File: config.mk
export PLATFORM = sky130hd
export DESIGN_NAME = mouse_packet_decoder
export DESIGN_NICKNAME = d
export VERILOG_FILES = /design/src/sv/mpd_pkg.sv /design/src/sv/mpd_front.sv /design/src/sv/mpd_queue.sv /design/src/sv/mpd_back.sv /design/src/sv/mouse_packet_decoder.sv
export SDC_FILE = /design/constraint.sdc
export NUM_CORES = 1
export LEC_CHECK = 0
export ABC_AREA = 1
export ABC_CLOCK_PERIOD_IN_PS = 4100
export BUFFER_PORTS_ARGS = -buffer_cell sky130_fd_sc_hd__buf_4
export CAP_MARGIN = 20
export CORE_MARGIN = 3
export CORE_UTILIZATION = 45
export DETAILED_ROUTE_END_ITERATION = 10
export PLACE_DENSITY = 0.6
export SYNTH_ARGS = -nofsm -noshare
export SYNTH_HDL_FRONTEND = slang
export SYNTH_HIERARCHICAL = 1
export SYNTH_SLANG_ARGS = --single-unit
File: constraint.sdc
create_clock -name clock -period 4.1 [get_ports clock]
set_input_delay 0.205 -clock clock [delete_from_list [all_inputs] [get_ports clock]]
set_output_delay 0.205 -clock clock [all_outputs]
set_load 0.02 [all_outputs]
File: src/sv/mpd_pkg.sv
// Shared types and constants for the mouse packet decoder.
package mpd_pkg;

   localparam int MPD_QUEUE_DEPTH = 2;
   localparam int MPD_BUTTONS     = 3;

   localparam logic [1:0] KIND_MOVE = 2'd0;
   localparam logic [1:0] KIND_DOWN = 2'd1;
   localparam logic [1:0] KIND_UP   = 2'd2;

   localparam logic [1:0] POS_FIRST  = 2'd0;
   localparam logic [1:0] POS_SECOND = 2'd1;
   localparam logic [1:0] POS_THIRD  = 2'd2;

   typedef struct packed {
      logic [7:0]             move_x;
      logic [7:0]             move_y;
      logic [MPD_BUTTONS-1:0] buttons;
      logic [MPD_BUTTONS-1:0] changed;
   } job_type;

   typedef struct packed {
      logic [1:0] event_kind;
      logic [7:0] move_x;
      logic [7:0] move_y;
      logic [1:0] button_number;
      logic       last;
   } event_type;

endpackage

File: src/sv/mpd_front.sv
// Front end: filters bytes, assembles packets and queues one job per packet.
module mpd_front (
   input  logic            clock,
   input  logic            reset,
   input  logic            csr_valid,
   input  logic            csr_data,
   input  logic            req_fire,
   input  logic            req_aux,
   input  logic [7:0]      req_byte,
   output logic            push,
   output mpd_pkg::job_type push_job
);
   import mpd_pkg::*;

   logic                   enabled_ff, enabled_in;
   logic [1:0]             pos_ff, pos_in;
   logic [7:0]             byte0_ff, byte0_in;
   logic [7:0]             byte1_ff, byte1_in;
   logic [MPD_BUTTONS-1:0] prev_ff, prev_in;
   logic                   take;

   assign take = req_fire && req_aux && enabled_ff;

   always_comb begin
      enabled_in = csr_valid ? csr_data : enabled_ff;
      pos_in     = pos_ff;
      byte0_in   = byte0_ff;
      byte1_in   = byte1_ff;
      prev_in    = prev_ff;
      push       = 1'b0;
      push_job.move_x  = byte1_ff;
      push_job.move_y  = 8'(8'd0 - req_byte);
      push_job.buttons = byte0_ff[MPD_BUTTONS-1:0];
      push_job.changed = byte0_ff[MPD_BUTTONS-1:0] ^ prev_ff;
      if (take) begin
         case (pos_ff)
            POS_SECOND: begin
               byte1_in = req_byte;
               pos_in   = POS_THIRD;
            end
            POS_THIRD: begin
               push    = 1'b1;
               prev_in = byte0_ff[MPD_BUTTONS-1:0];
               pos_in  = POS_FIRST;
            end
            default: begin
               byte0_in = req_byte;
               pos_in   = POS_SECOND;
            end
         endcase
      end
   end

   always_ff @(posedge clock) begin
      if (reset) begin
         enabled_ff <= 1'b1;
         pos_ff     <= POS_FIRST;
         prev_ff    <= '0;
      end else begin
         enabled_ff <= enabled_in;
         pos_ff     <= pos_in;
         prev_ff    <= prev_in;
      end
   end

   always_ff @(posedge clock) begin
      byte0_ff <= byte0_in;
      byte1_ff <= byte1_in;
   end

endmodule

File: src/sv/mpd_queue.sv
// Small job queue between the packet front end and the event back end.
module mpd_queue #(
   parameter int QUEUE_DEPTH = mpd_pkg::MPD_QUEUE_DEPTH
) (
   input  logic             clock,
   input  logic             reset,
   input  logic             push,
   input  mpd_pkg::job_type push_job,
   input  logic             pop,
   output logic             full,
   output logic             head_valid,
   output mpd_pkg::job_type head_job
);
   import mpd_pkg::*;

   localparam int PTR_W = (QUEUE_DEPTH > 1) ? $clog2(QUEUE_DEPTH) : 1;
   localparam int CNT_W = $clog2(QUEUE_DEPTH + 1);

   job_type             mem_ff [QUEUE_DEPTH];
   logic [PTR_W-1:0]    wr_ptr_ff, wr_ptr_in;
   logic [PTR_W-1:0]    rd_ptr_ff, rd_ptr_in;
   logic [CNT_W-1:0]    count_ff, count_in;

   function automatic logic [PTR_W-1:0] next_ptr(input logic [PTR_W-1:0] p);
      next_ptr = (p == PTR_W'(QUEUE_DEPTH - 1)) ? '0 : p + PTR_W'(1);
   endfunction

   assign full       = (count_ff == CNT_W'(QUEUE_DEPTH));
   assign head_valid = (count_ff != '0);
   assign head_job   = mem_ff[rd_ptr_ff];

   always_comb begin
      wr_ptr_in = push ? next_ptr(wr_ptr_ff) : wr_ptr_ff;
      rd_ptr_in = pop  ? next_ptr(rd_ptr_ff) : rd_ptr_ff;
      count_in  = count_ff;
      if (push && !pop) begin
         count_in = count_ff + CNT_W'(1);
      end else if (pop && !push) begin
         count_in = count_ff - CNT_W'(1);
      end
   end

   always_ff @(posedge clock) begin
      if (reset) begin
         wr_ptr_ff <= '0;
         rd_ptr_ff <= '0;
         count_ff  <= '0;
      end else begin
         wr_ptr_ff <= wr_ptr_in;
         rd_ptr_ff <= rd_ptr_in;
         count_ff  <= count_in;
      end
   end

   always_ff @(posedge clock) begin
      if (push) begin
         mem_ff[wr_ptr_ff] <= push_job;
      end
   end

endmodule

File: src/sv/mpd_back.sv
// Back end: expands one packet job into a move event and button events.
module mpd_back (
   input  logic               clock,
   input  logic               reset,
   input  logic               head_valid,
   input  mpd_pkg::job_type   head_job,
   output logic               pop,
   input  logic               rsp_ready,
   output logic               rsp_valid,
   output mpd_pkg::event_type rsp_event
);
   import mpd_pkg::*;

   logic                   cur_valid_ff, cur_valid_in;
   job_type                cur_job_ff, cur_job_in;
   logic                   move_done_ff, move_done_in;
   logic [MPD_BUTTONS-1:0] mask_ff, mask_in;
   logic                   out_valid_ff, out_valid_in;
   event_type              out_event_ff, out_event_in;

   logic                   load;
   logic                   emit;
   logic [1:0]             sel;
   logic [MPD_BUTTONS-1:0] sel_bit;
   event_type              ev;

   always_comb begin
      sel = 2'd0;
      for (int i = MPD_BUTTONS - 1; i >= 0; i--) begin
         if (mask_ff[i]) begin
            sel = 2'(i);
         end
      end
      sel_bit = MPD_BUTTONS'(1) << sel;
   end

   always_comb begin
      if (!move_done_ff) begin
         ev.event_kind    = KIND_MOVE;
         ev.move_x        = cur_job_ff.move_x;
         ev.move_y        = cur_job_ff.move_y;
         ev.button_number = 2'd0;
         ev.last          = (mask_ff == '0);
      end else begin
         ev.event_kind    = cur_job_ff.buttons[sel] ? KIND_DOWN : KIND_UP;
         ev.move_x        = 8'd0;
         ev.move_y        = 8'd0;
         ev.button_number = sel + 2'd1;
         ev.last          = ((mask_ff & ~sel_bit) == '0);
      end
   end

   assign load = !out_valid_ff || rsp_ready;
   assign emit = cur_valid_ff && load;
   assign pop  = head_valid && (!cur_valid_ff || (emit && ev.last));

   always_comb begin
      cur_valid_in = cur_valid_ff;
      cur_job_in   = cur_job_ff;
      move_done_in = move_done_ff;
      mask_in      = mask_ff;
      out_valid_in = load ? emit : out_valid_ff;
      out_event_in = emit ? ev : out_event_ff;
      if (emit) begin
         if (ev.last) begin
            cur_valid_in = 1'b0;
         end else if (!move_done_ff) begin
            move_done_in = 1'b1;
         end else begin
            mask_in = mask_ff & ~sel_bit;
         end
      end
      if (pop) begin
         cur_valid_in = 1'b1;
         cur_job_in   = head_job;
         move_done_in = 1'b0;
         mask_in      = head_job.changed;
      end
   end

   always_ff @(posedge clock) begin
      if (reset) begin
         cur_valid_ff <= 1'b0;
         out_valid_ff <= 1'b0;
      end else begin
         cur_valid_ff <= cur_valid_in;
         out_valid_ff <= out_valid_in;
      end
   end

   always_ff @(posedge clock) begin
      cur_job_ff   <= cur_job_in;
      move_done_ff <= move_done_in;
      mask_ff      <= mask_in;
      out_event_ff <= out_event_in;
   end

   assign rsp_valid = out_valid_ff;
   assign rsp_event = out_event_ff;

endmodule

File: src/sv/mouse_packet_decoder.sv
// Mouse packet decoder top level: three-byte packets in, move/button events out.
// The move event of a packet passes through the queue, the current-job register and the output
// register after its third byte is taken. Throughput: one byte per cycle in while the queue is not full,
// one event per cycle out while rsp_tready is high; a packet gives 1 to 4 events, one per cycle.
// Reset (synchronous): position and button history cleared, events enabled, queue empty.
module mouse_packet_decoder #(
   parameter int QUEUE_DEPTH = mpd_pkg::MPD_QUEUE_DEPTH
) (
   input  logic        clock,
   input  logic        reset,
   input  logic        csr_valid,
   output logic        csr_ready,
   input  logic        csr_data,    // [0] events_enabled
   input  logic        req_tvalid,
   output logic        req_tready,
   input  logic [7:0]  req_tdata,   // [7:0] data_byte
   input  logic        req_tuser,   // [0] aux_flag
   output logic        rsp_tvalid,
   input  logic        rsp_tready,
   output logic [23:0] rsp_tdata,   // [7:0] move_x, [15:8] move_y, [17:16] button_number
   output logic [1:0]  rsp_tuser,   // [1:0] event_kind
   output logic        rsp_tlast
);
   import mpd_pkg::*;

   logic      req_fire;
   logic      push;
   job_type   push_job;
   logic      pop;
   logic      full;
   logic      head_valid;
   job_type   head_job;
   event_type rsp_event;

   assign csr_ready  = 1'b1;
   assign req_tready = !full;
   assign req_fire   = req_tvalid && req_tready;

   mpd_front u_front (
      .clock    (clock),
      .reset    (reset),
      .csr_valid(csr_valid),
      .csr_data (csr_data),
      .req_fire (req_fire),
      .req_aux  (req_tuser),
      .req_byte (req_tdata),
      .push     (push),
      .push_job (push_job)
   );

   mpd_queue #(
      .QUEUE_DEPTH(QUEUE_DEPTH)
   ) u_queue (
      .clock     (clock),
      .reset     (reset),
      .push      (push),
      .push_job  (push_job),
      .pop       (pop),
      .full      (full),
      .head_valid(head_valid),
      .head_job  (head_job)
   );

   mpd_back u_back (
      .clock     (clock),
      .reset     (reset),
      .head_valid(head_valid),
      .head_job  (head_job),
      .pop       (pop),
      .rsp_ready (rsp_tready),
      .rsp_valid (rsp_tvalid),
      .rsp_event (rsp_event)
   );

   assign rsp_tdata = {6'd0, rsp_event.button_number, rsp_event.move_y, rsp_event.move_x};
   assign rsp_tuser = rsp_event.event_kind;
   assign rsp_tlast = rsp_event.last;

`ifndef SYNTHESIS
   a_move_no_button: assert property (@(posedge clock) disable iff (reset)
      rsp_tvalid && rsp_tuser == KIND_MOVE |-> rsp_tdata[17:16] == 2'd0)
      else $error("move event carries a button number");

   a_button_fields: assert property (@(posedge clock) disable iff (reset)
      rsp_tvalid && rsp_tuser != KIND_MOVE |-> rsp_tdata[17:16] != 2'd0
         && rsp_tdata[15:0] == 16'd0)
      else $error("button event has bad fields");

   a_no_push_full: assert property (@(posedge clock) disable iff (reset)
      push |-> !full)
      else $error("job queued while queue full");

   a_pop_has_job: assert property (@(posedge clock) disable iff (reset)
      pop |-> head_valid)
      else $error("job taken from empty queue");
`endif

endmodule
# ---- After elaboration in Yosys (flattened, before gate mapping)
# Memories as Yosys holds them, arrays and structs flattened. A register that Yosys moved wholly into a read port is not among the register bits.
# Index checks and enable logic that the tools add are counted.
dict set report totals {
  ff_bits 67
  ramBits 44
  out_inout_bits 30
  word_cells 92
  mem_count 1
}
dict set report op_classes {
  addsub 6
  order_cmp 1
  n_eq_ne 4
  shifts 1
  n_mux 25
  n_bitwise 5
  reduce_logical 29
}
# name depth width read_ports rd_clocked_by_memory_dff write_ports line
set mem_list {}
lappend mem_list {u_queue.mem_ff 2 22 1 1 1 mpd_queue.sv:19} ;# job_type mem_ff [QUEUE_DEPTH];
# operator n
set op_table {}
lappend op_table {{two-way mux 1 bit} 13}
lappend op_table {{two-way mux 2 bit} 6}
lappend op_table {{two-way mux 3 bit} 4}
lappend op_table {{AND reduction 2 bit} 5}
lappend op_table {{nonzero test 2 bit} 5}
lappend op_table {{logical AND 1 bit} 8}
lappend op_table {{subtractor 1 x 8 -> 8 bit, first input constant} 1}
lappend op_table {{logical NOT 3 bit} 2}
lappend op_table {{logical NOT 1 bit} 5}
lappend op_table {{adder 2 x 1 -> 2 bit, second input constant} 2}
lappend op_table {{== test 2 bit, second input constant} 2}
lappend op_table {{one-hot mux 2 bit (2 select lines)} 1}
lappend op_table {{AND 3 bit} 1}
lappend op_table {{< comparator 2 x 3 -> 1 bit, second input constant} 1}
lappend op_table {{NOT 3 bit} 1}
lappend op_table {{AND reduction 3 bit} 1}
lappend op_table {{<< shifter 1 x 2 -> 3 bit, first input constant} 1}
lappend op_table {{XOR 3 bit} 1}
lappend op_table {{adder 1 bit, second input constant} 2}
lappend op_table {{binary-select mux 1 bit (select 2 bit)} 1}
lappend op_table {{== test 2 x 1 -> 1 bit, second input constant} 1}
lappend op_table {{logical OR 1 bit} 2}
lappend op_table {{!= test 2 bit, second input constant} 1}
lappend op_table {{NOT 1 bit} 2}
lappend op_table {{other kinds (2)} 2}

# ---- Logic depth before layout (Yosys ltp)
dict set report logic_depth {
  ltp_word 14
  ltp_mapped 20
  mapped_depth_nobuf 20
}

# ---- Cells and area by module
# Netlist, hierarchy kept.
# mod n_inst cells_each area_per_inst_um2 seq_area_each_um2
set modules_own_cells {}
lappend modules_own_cells {mpd_queue 1 101 1818.0 1421.4}
lappend modules_own_cells {mpd_back 1 130 1721.7 1351.3}
lappend modules_own_cells {mpd_front 1 90 818.3 450.4}
lappend modules_own_cells {mouse_packet_decoder 1 12 73.8 0.0}

# ---- Worst setup path before layout
# OpenSTA, ideal clock, no wires.
dict set report synth_path {
  kind {register to register}
  startpoint {register u_back.out_valid_ff (netlist: u_back/rsp_valid)}
  endpoint {register u_queue.count_ff[1]}
  setup_time_ns 0.064
  arrival_time_ns 2.385
  t_required_ns 4.036
  setup_slack_ns 1.651
  path_stages_with_launch 13
  path_buffers 0
  synth_period_minus_slack_ns 2.449
  path_cell_list {dfxtp_1 a21oi_2 nand2_1 nand2_2 nand2_4 inv_2 inv_1 ha_1 inv_1 nand3_1 nand2_1 inv_1 nor2_1}
}
dict set report synth_via {
  elab_chain_len 9
  elab_cells_between_ends 11
  classes_between {mux (1); reduce/logical (10)}
}
# item line
set synth_lines {}
lappend synth_lines {{start: declaration} mpd_back.sv:18} ;# logic out_valid_ff, out_valid_in;
lappend synth_lines {{start signal: assignment} mpd_back.sv:87} ;# out_valid_ff <= out_valid_in;
lappend synth_lines {{logical NOT 1 bit *} mpd_back.sv:53} ;# assign load = !out_valid_ff || rsp_ready;
lappend synth_lines {{logical OR 1 bit *} mpd_back.sv:53}
lappend synth_lines {{logical AND 1 bit *} mpd_back.sv:54} ;# assign emit = cur_valid_ff && load;
lappend synth_lines {{named net u_back.emit} mpd_back.sv:22} ;# logic emit;
lappend synth_lines {{logical AND 1 bit *} mpd_back.sv:55} ;# assign pop = head_valid && (!cur_valid_ff || (emit && ev.last));
lappend synth_lines {{logical OR 1 bit *} mpd_back.sv:55}
lappend synth_lines {{logical AND 1 bit *} mpd_back.sv:55}
lappend synth_lines {{named net pop} mouse_packet_decoder.sv:29} ;# logic pop;
lappend synth_lines {{logical NOT 1 bit} mpd_queue.sv:36} ;# if (push && !pop) begin
lappend synth_lines {{logical AND 1 bit} mpd_queue.sv:36}
lappend synth_lines {{two-way mux 2 bit or nonzero test 2 bit (tied branches)} n/a}
lappend synth_lines {{end signal: assignment} mpd_queue.sv:51} ;# count_ff <= count_in;
lappend synth_lines {{end: declaration} mpd_queue.sv:22} ;# logic [CNT_W-1:0] count_ff, count_in;
# The timed path passes the listed nets; every way through them passes the cells marked *.
# A chain may end at the register's enable or synchronous reset.

==> flow_metrics.py <==
metrics = {
    "critical_path": {
        "cp.required_ns": 4.41,
        "crit_type": "flip-flop to flip-flop",
        "worstPathMaxFanout": 22,
        "endpoint_kind": "flip-flop",
        "r2r_slack_ns": 1.50,
        "start_kind": "flip-flop",
        "critical_path_arrival_ns": 2.91,
    },
    "route": {
        "wl_per_cell_um": 12.1,
        "vias": 2276,
        "drt_iter0_drc": 93,
        "drcViolationCount": 0,
        "drtPass1Iterations": 4,
        "routed_wl_mm": 6.17,
        "antenna_left": 0,
        "viasPerCell": 4.47,
    },
    "yosys": {
        "synth_ff_type": "edfxtp_1",
        "ys_seq_area_share_pct": 72.7,
        "netlist_instances": 333,
        "synth_top_area_share_pct": 66.4,
        "ys_top_cells_by_count": "98 x edfxtp_1, 59 x inv_1, 39 x nor2_1",
        "synthArstFlopShare_pct": 0,
        "yosysMostFrequentCell": "edfxtp_1",
        "synthTopCellsByArea": "edfxtp_1 66%, dfxtp_1 6.3%, mux2_2 5.6%",
        "yosys.area_share.simple_pct": 9.80,
        "synthAdderAreaFrac_pct": 1.69,
        "postSynthAreaPerCell_um2": 13.3,
        "synth_compound_area_share_pct": 1.61,
        "synth.mux.area_fraction_pct": 5.59,
        "synth_xor_area_share_pct": 1.19,
        "ys_seq_elements": 112,
        "synth_top_area_cell": "edfxtp_1",
        "syn_area_um2": 4430,
        "synth-edff-count": 98,
        "synth_cell_types": 28,
        "yosysWarnings": 6,
        "synth_top_family_by_area": "simple AND/OR/NAND/NOR gates",
    },
    "timing": {
        "tns_ns": 0,
        "rsz0062_at_grt": "false",
        "maxSlewViolCount": 0,
        "setup_ws_ns": 1.50,
        "fin_skew_ns": 0.00974,
        "worst_slew_pin_slew_ns": 1.00,
        "finalSetupViolCount": 0,
        "min_period_ns": 2.60,
        "hold_viol_final": 0,
        "fin_crit_sh_pct": 63.5,
        "whs_ns": 0.0317,
        "slew_headroom_pct": 33.0,
        "max_freq_mhz": 384,
    },
    "floorplanning": {
        "num_rows": 35,
        "core_area_um2": 9420,
        "die-area_um2": 11100,
        "initial_utilization_pct": 47.1,
        "io_pins": 45,
        "chipWidth_um": 105,
        "fp.dieH_um": 105,
    },
    "clock_tree": {
        "cts_inserted_buffers": 9,
        "cts_root_buffer": "clkbuf_8",
        "cts_resized": 0,
        "htreeDepth": 3,
        "post_cts_buffers": 0,
        "ctsHoldBuffers": 0,
        "clk_pin_slew_worst_paths_ns": 0.10,
        "cts_tree": "done",
        "cts_buffer_depth": 2,
        "clock_latency_ns": 0.36,
        "clock-sinks": 112,
    },
    "status": {
        "status": "finished clean",
    },
    "finish": {
        "fillerInstances": 815,
        "multi_input_area_um2": 907,
        "fin_util_pct": 53.0,
        "drive_gt1_share_pct": 22.9,
        "antenna_cells": 0,
        "seqCellArea_um2": 3220,
        "layout.nets": 397,
        "syn_to_final_growth_pct": 12.6,
    },
    "job": {
        "max-cap-violations": 0,
    },
    "global_routing": {
        "grt_pass1_vias": 2094,
        "grt_overflow_total": 0,
        "grt_max_degree": 25,
        "antenna_found_initial": 0,
        "grt.total_usage_pct": 11.8,
        "grt_pass1_wl_mm": 10.2,
    },
    "placed_design": {
        "dp_hpwl_mm": 4.29,
        "place_congestion": 0.677,
        "portBuffers": 37,
        "dp_slack_ns": 1.48,
    },
    "pwr": {
        "power_mw": 2.94,
        "p_leak_nw": 2.00,
        "power.density_nw_per_um2": 588,
        "peakVddDrop_v": 0.000229,
    },
    "hold_path": {
        "hold_class": "input port to flip-flop",
    },
}
-- worst paths after layout --
path	startpoint	to	depth (start not counted)
setup / recovery	u_back/mask_ff[1]	u_queue/count_ff[1]	19
hold / removal	csr_valid	u_front/enabled_ff	2
setup reg to reg	u_back/mask_ff[1]	u_queue/count_ff[1]	19
hold reg to reg	u_front/byte1_ff[0]	u_queue/mem_ff[1][14]	0
-- state kept, by name, summed over array words and instances (netlist names), 2 cells and up, named ones only --
| register | cells |
|---|---|
| u_back/cur_job_ff | 19 |
| u_back/mask_ff | 3 |
| u_back/rsp_event | 21 |
| u_front/byte0_ff | 3 |
| u_front/byte1_ff | 8 |
| u_front/pos_ff | 2 |
| u_front/prev_ff | 3 |
| u_queue/count_ff | 2 |
| u_queue/mem_ff | 44 |
-- placed cells by master, fill, tap and decap left out, types with 5 or more instances in the layout --
cell type | synthesis | layout
nand3_1 | 12 | 12
a21oi_1 | 6 | 6
o21ai_0 | 5 | 5
nand2_1 | 36 | 36
conb_1 | 2 | 7
dfxtp_1 | 14 | 14
clkbuf_8 | 0 | 9
mux2_2 | 22 | 22
buf_4 | 8 | 39
xor2_1 | 5 | 5
inv_1 | 59 | 59
nor2_1 | 39 | 39
ha_1 | 6 | 6
edfxtp_1 | 98 | 98
-- power breakdown --
group / switching (mW) / internal, mW
Sequential: 0.113 / 1.54
Combinational: 0.428 / 0.270
Clock: 0.358 / 0.229
Total: 0.900 / 2.04
-- critical path: stages (launching register included) --
cell and delay (ns):
edfxtp_1 0.42, nor2_1 0.14, nand2_1 0.12, inv_1 0.07, ha_1 0.14, inv_1 0.04
nand2_1 0.06, nand3_1 0.11, nand2_2 0.10, nand2_1 0.06, nand2_2 0.12, nand2_4 0.08
inv_2 0.33, inv_1 0.09, ha_1 0.32, inv_1 0.09, nand3_1 0.08, nand2_1 0.06
inv_1 0.04, nor2_1 0.09
-- layer usage --
metal | global-route usage (%) | wire length, µm | vias up
li1 | - | - | 1168
met1 | 16.7 | 3080 | 1055
met2 | 17.5 | 2760 | 46
met3 | 2.14 | 238 | 7
met4 | 5.90 | 90 | 0
met5 | 0 | 0 | -
-- kinds of logic (layout without fill, tap and decap cells) --
logic type,count (synthesis),after routing
flops,112,112
simple gates,99,99
buf+inv,73,115
mux,22,22
compound gates,13,13
fa+ha+maj,6,6
xor+xnor,6,6
other cells,2,7
-- cell type report --
cell class                 instances  area share, %
clock inverter                     6           1.10
inverter                          61           4.59
tap                              129           3.23
timing repair buffer              39           5.86
sequential                       112           64.6
multi-input combinational        153           18.2
clock buffer                       9           2.48
-- stage by stage --
stage          std cells  cell area, µm²
2_1_floorplan        338            4450
3_3_place_gp         494            4810
3_5_place_dp         494            4810
4_1_cts              509            4990
5_1_grt              509            4990
6_report             509            4990
Note: power is estimated with default switching activity, not from simulation.
